**config.mk**
```make
export PLATFORM = sky130hd
export DESIGN_NAME = ia_cell
export DESIGN_NICKNAME = d
export VERILOG_FILES = /design/src/rtl/ia_pkg.sv /design/src/rtl/ia_cell.sv
export SDC_FILE = /design/constraint.sdc
export NUM_CORES = 1
export LEC_CHECK = 0
export BUFFER_PORTS_ARGS = -buffer_cell sky130_fd_sc_hd__buf_2
export CORE_MARGIN = 3
export CORE_UTILIZATION = 38
export CTS_CLUSTER_SIZE = 28
export DETAILED_ROUTE_END_ITERATION = 8
export PLACE_DENSITY = 0.77
export SLEW_MARGIN = 40
export SYNTH_ARGS = -nofsm -noshare
export SYNTH_HDL_FRONTEND = slang
export SYNTH_SLANG_ARGS = --single-unit
```
**constraint.sdc**
```tcl
create_clock -name clk -period 1.6 [get_ports clk]
set_input_delay 0.4 -clock clk [delete_from_list [all_inputs] [get_ports clk]]
set_output_delay 0.4 -clock clk [all_outputs]
set_load 0.05 [all_outputs]
```
**src/rtl/ia_pkg.sv**
```systemverilog
package ia_pkg;

  localparam int CAPACITY_DEF = 64;

  localparam int KIND_W   = 3;
  localparam int POS_W    = 7;
  localparam int WORD_W   = 32;
  localparam int STATUS_W = 2;
  localparam int COUNT_W  = 7;

  typedef enum logic [KIND_W-1:0] {
    KIND_APPEND = 3'd0,
    KIND_INSERT = 3'd1,
    KIND_DELETE = 3'd2,
    KIND_SEARCH = 3'd3,
    KIND_CHANGE = 3'd4
  } kind_t;

  typedef enum logic [STATUS_W-1:0] {
    ST_OK     = 2'd0,
    ST_BADPOS = 2'd1,
    ST_FULL   = 2'd2
  } status_t;

  // What a cell does with its word on this edge
  typedef enum logic [1:0] {
    CELL_HOLD  = 2'd0,
    CELL_LOAD  = 2'd1,
    CELL_LEFT  = 2'd2,
    CELL_RIGHT = 2'd3
  } cell_op_t;

  typedef struct packed {
    cell_op_t op;
    logic     probe;
    logic     live;
  } cell_ctl_t;

endpackage

```
**src/rtl/ia_cell.sv**
```systemverilog
module ia_cell
  import ia_pkg::*;
(
  input  logic                     clk,
  input  cell_ctl_t                ctl,
  input  logic signed [WORD_W-1:0] left,
  input  logic signed [WORD_W-1:0] right,
  input  logic signed [WORD_W-1:0] value,
  output logic signed [WORD_W-1:0] word,
  output logic                     hit
);

  always_ff @(posedge clk) begin
    case (ctl.op)
      CELL_LOAD:  word <= value;
      CELL_LEFT:  word <= left;
      CELL_RIGHT: word <= right;
      default:    word <= word;
    endcase
    // capture the compare only for a search; an unoccupied entry never hits
    if (ctl.probe) begin
      hit <= ctl.live && (word == value);
    end
  end

endmodule

```
### Word level (Yosys, flattened, before mapping)

Cells that the tools add are included.

| word-level totals | value |
|---|---|
| bits in writable memories | 0 |
| bits in latches | 0 |
| register bits | 33 |
| memories | 0 |
| logic and storage cells | 9 |
| input bits | 101 |
| memory bits (read-only) | 0 |

| operators by class | value |
|---|---|
| $mul | 0 |
| shifts and indexed selects | 0 |
| reduce and logical (&&, ||, !) cells | 2 |
| bitwise gates (word level) | 0 |
| equality and inequality tests | 4 |
| mux-type cells | 1 |
| $add $sub $neg | 0 |
| order comparisons | 0 |
| divide/modulo/power cells | 0 |

Operator list:

| cell | count |
|---|---|
| 32-bit one-hot mux with 3 select lines | 1 |
| 32-bit equality test | 1 |
| 2-bit equality test, second input constant | 2 |
| 3-bit nonzero test | 1 |
| 2-bit by 1-bit equality test with 1-bit output, second input constant | 1 |
| 1-bit logical AND | 1 |

### Longest topological paths before layout

| logic depth | value |
|---|---|
| depth after elaboration | 2 |
| gate-level depth with buffers | 4 |
| gate-level depth less buffers | 4 |

### Worst setup path before layout

No wires, ideal clock.

| path | value |
|---|---|
| path kind | input to register |
| start point | in ctl[2] in the netlist's numbering |
| end point | reg word[0], enable pin |
| data arrival time | 1.242 ns |
| setup time | 0.375 ns |
| stages on the path | 3 |
| setup slack | -0.016 ns |
| path buffers | 2 |
| cells stage by stage | buf_2 > buf_4 > or2_2 |

| on the way | value |
|---|---|
| word-level cells in the longest chain between the ends | 2 |
| elaborated cells on any way between the ends | 4 |
| those cells by class | eq/ne: 3; reduce/logical: 1 |

RTL lines:

| item | RTL line | source |
|---|---|---|
| start: declaration | ia_cell.sv:5 | `input cell_ctl_t ctl,` |
| 2-bit equality test / 2-bit by 1-bit equality test with 1-bit output (equally long branches) | ia_cell.sv:14 | `case (ctl.op)` |
| 3-bit nonzero test (no line) (*) | n/a |  |
| end signal: assignment | ia_cell.sv:15 | `CELL_LOAD: word <= value;` |
| end signal: assignment | ia_cell.sv:16 | `CELL_LEFT: word <= left;` |
| end signal: assignment | ia_cell.sv:17 | `CELL_RIGHT: word <= right;` |
| end: declaration | ia_cell.sv:9 | `output logic signed [WORD_W-1:0] word,` |

Every way passes the cells marked *; elsewhere a longest branch is shown, timed or not.
A chain may end at the register's enable or synchronous reset.

### Worst setup path after layout

| path | value |
|---|---|
| start point | reg word[25] |
| end point | reg hit, data pin |

| on the way | value |
|---|---|
| word-level cells in the longest chain between the ends | 2 |

RTL lines:

| item | RTL line | source |
|---|---|---|
| 32-bit equality test | ia_cell.sv:22 | `hit <= ctl.live && (word == value);` |
| 1-bit logical AND | ia_cell.sv:22 |  |
| end signal: assignment | ia_cell.sv:22 |  |
| end: declaration | ia_cell.sv:10 | `output logic hit` |

No other way between the ends.

==> results by stage <==
Critical path:
- The kind of cell adding the most delay to the critical path is simple AND/OR/NAND/NOR gates.
- In this run the worst path has a maximum fanout of 2.
- The buffer and inverter count on the worst path is 1.
- For the worst setup path, the data required time is 1.73 ns.
- The slowest stage of the critical path is the sky130_fd_sc_hd__edfxtp_1 cell.
- For the worst setup path, the data arrival time is 1.62 ns.
- For this run, the slowest stage of the critical path takes 0.41 ns.
- The kind of capture point of the worst setup path is a flip-flop.
- The signal on the critical path passes through xor2_1 > nor4_2 > buf_4 > nand4_1 > nor3_2.
- The worst setup path is launched from a flip-flop.
- The critical path class is reg -> reg.

Place:
- The pre-CTS worst setup slack is -0.172 ns.
- The final weighted congestion of routability-driven global placement is 0.707.
- Input and output buffers added on the ports amount to 133.
- The HPWL after detailed placement is 4290 um.

Yosys:
- Of the synthesized area, sequential elements account for 49.3%.
- Summing the areas of all xor and xnor instances in the mapped netlist gives 14.0% of the synthesized area.
- The synthesized netlist devotes 0% of its cell area to adder and majority cells.
- Counting every instance in the synthesized netlist gives 185.
- The synthesized area per cell is 10.9 um^2.
- After synthesis, the share of flip-flops with an asynchronous set or reset is 0%.
- By area, the combinational part of the netlist is dominated by multiplexers.
- The compound-cell area share of the yosys netlist is 7.98%.
- The post-synthesis mux area share is 16.0%.
- Counting every net in the synthesized netlist gives 286.
- The count of distinct cell types in the synthesized netlist is 16.
- In this run, synthesis inferred 33 flip-flops with an integrated enable.
- The count of warnings emitted by yosys is 0.
- The number of synthesized register bits is 33.
- For this run, the leading register cell type out of synthesis is sky130_fd_sc_hd__edfxtp_1.
- The synthesized netlist devotes 10.0% of its cell area to simple gates.
- The cell area that synthesis handed to floorplanning was 0.00201 mm^2.

Timing:
- Timing would allow up to 671 MHz.
- Setup violations remaining at the end of the flow were counted as 0.
- The number of hold violations in the final report is 0.
- The clock period minus final worst setup slack is 1.49 ns.
- The worst slew margin relative to its limit is 69.7%.
- Setup repair after global routing left no endpoint under its margin.
- The number of pins exceeding their max-slew limit in the final report came to 0.
- The setup clock skew after layout is 0.00181 ns.
- For the pin with the worst max-slew slack, the measured transition is 0.455 ns.
- The post-layout worst setup margin is 0.110 ns.
- Of the available clock period, the critical path in the final layout requires 93.2%.

Clock network:
- The number of clock buffers added by TritonCTS is 5.
- The H-tree was split into 2 levels.
- Once the clock tree was built, the setup fixing pass inserted 0 buffers.
- TritonCTS built the clock tree.
- The count of hold buffers inserted by post-cts repair is 0.
- The root cell of the clock tree is sky130_fd_sc_hd__clkbuf_8.
- The clock reaches the later pin of the worst-skew pair after 0.28 ns.
- The count of cells resized by post-cts repair is 1.
- After clock tree synthesis, the clock-pin slew on the worst setup and hold paths is 0.06 ns.
- The longest clock path from root to sink contains 2 buffers.
- The CTS sink count is 33.

Drt:
- In the routed design, unresolved DRC markers number 0.
- The routed design has 5290 um of wire.
- For this block, the via count after detailed routing is 1796.
- The via density per instance is 4.64.
- In this run, the number of DRC markers left after iteration 0 of detailed routing was 54.
- The average wire per standard cell is 13.7 um.
- The remaining antenna violation count after routing is 0.
- The first-pass iteration count of the detailed router is 4.

Flow run:
- Across the run, the number of max-cap violations was 0.

GRT:
- Entering global routing, the biggest net connects 33 pins.
- The first global-routing pass estimated 8240 um of wire.
- The total track usage is 17.2%.
- The total congestion overflow after global routing is 0.
- The number of global-route vias before repair is 1814.
- The initial antenna violation count came to 0.

Floorplan:
- The initial utilization of the core area, before any placement, comes to 40.9%.
- The number of placement rows is 25.
- The height of the chip is 78.7 um.
- The I/O pin total is 134.
- The width of the chip is 78.7 um.
- The total area inside the core boundary comes to 0.00491 mm^2.
- The floorplan step defined a die boundary enclosing 0.00619 mm^2.

Pwr:
- Net switching is 36.1% of the power.
- In this run, the clock network consumes 21.9% of the power.
- The design internal power is 0.00166 W.
- The sequential group share of total power is 43.6%.
- VDD sags by at most 0.000403 V.
- The share of total power dissipated in combinational logic is 34.4%.
- The leakage power total is 1.36 nW.
- The net switching power is 0.000937 W.
- In this run the power density over the cells is 909 mW/mm^2.
- Power comes to 0.00260 W.

Final layout:
- The layout net count is 421.
- The number of antenna diodes is 0.
- The area growth from synthesis to layout is 42.3%.
- Of the cells placed in the final design, the portion with a size suffix greater than 1 is 46.6%.

Outcome:
- The run finished with clean final reports.

Hold path:
- The min-delay analysis places its worst path in the category in -> reg.
-- final cells by class --
cell class                      count  area [um^2]
Fill cell                         446         2050
Multi-Input combinational cell    141          983
Sequential cell                    33          991
Clock buffer                        6         72.6
Timing Repair Buffer              139          723
Tap cell                           67         83.8
Clock inverter                      1         3.75
-- state kept, by name (all words and copies together) (netlist names) --
name / cells
word: 32
hit: 1
-- kinds of logic after synthesis --
logic type / count (synthesis)
AOI/OAI and AO/OA: 32
and+or+nand+nor: 45
buffers and inverters: 11
xor gates and xnor gates: 32
muxes: 32
DFF: 33
-- metrics by stage --
stage	hold WS [ns]	TNS, ns	utilization, %	cell area [um^2]	std cells
global placement	0.599	-0.113	56.3	2760	380
CTS	0.304	0	57.9	2850	387
floorplan	0.512	0	-	2010	185
detailed placement	0.600	-0.172	56.3	2760	380
finish	0.316	0	58.2	2860	387
global route	0.301	0	58.2	2860	387
-- cells in the mapped netlist (2+ instances only) --
| library cell | number | area, um^2 |
|---|---|---|
| sky130_fd_sc_hd__edfxtp_1 | 33 | 991 |
| sky130_fd_sc_hd__a21oi_1 | 32 | 160 |
| sky130_fd_sc_hd__mux2i_1 | 32 | 320 |
| sky130_fd_sc_hd__nor2_1 | 32 | 120 |
| sky130_fd_sc_hd__xor2_1 | 31 | 272 |
| sky130_fd_sc_hd__nor4_1 | 7 | 43.8 |
| sky130_fd_sc_hd__clkbuf_1 | 4 | 15.0 |
| sky130_fd_sc_hd__buf_4 | 3 | 22.5 |
| sky130_fd_sc_hd__buf_1 | 2 | 7.51 |
| sky130_fd_sc_hd__buf_2 | 2 | 10.0 |
| sky130_fd_sc_hd__nand3_1 | 2 | 10.0 |
-- placed cells by master (no fill, tap or decap), drive strengths merged --
cell | netlist | layout
clkbuf | 4 | 6
or2 | 1 | 1
nand4 | 1 | 1
nand3 | 2 | 2
nor2 | 32 | 32
nor4 | 7 | 7
edfxtp | 33 | 33
buf | 7 | 139
xnor2 | 1 | 1
a21oi | 32 | 32
xor2 | 31 | 31
mux2i | 32 | 32
clkinv | 0 | 1
nor3 | 2 | 2
-- routing by layer --
layer / wire length (um) / vias up / global-route usage, %
li1: - / 943 / -
met1: 2030 / 766 / 19.4
met2: 2690 / 79 / 30.5
met3: 491 / 8 / 5.67
met4: 80 / 0 / 5.59
met5: 0 / - / 0
-- power by group through the flow --
stage	clock, W	sequential (W)	combinational [W]
floorplan	0	0.00150	0.000243
global placement	0	0.00114	0.000883
detailed placement	0	0.00115	0.000892
CTS	0.000592	0.00113	0.000898
global route	0.000632	0.00115	0.000961
finish	0.000570	0.00113	0.000894
-- path summary, 6_finish.rpt --
path,start,end,slack [ns],cells after the start
worst max-delay path,word[25],hit,0.11,5
worst min-delay path,ctl[1],hit,0.32,1
worst max register to register,word[25],hit,0.11,5
worst min register to register,word[5],hit,0.74,3
No activity file was read; power rests on OpenSTA's default activity.
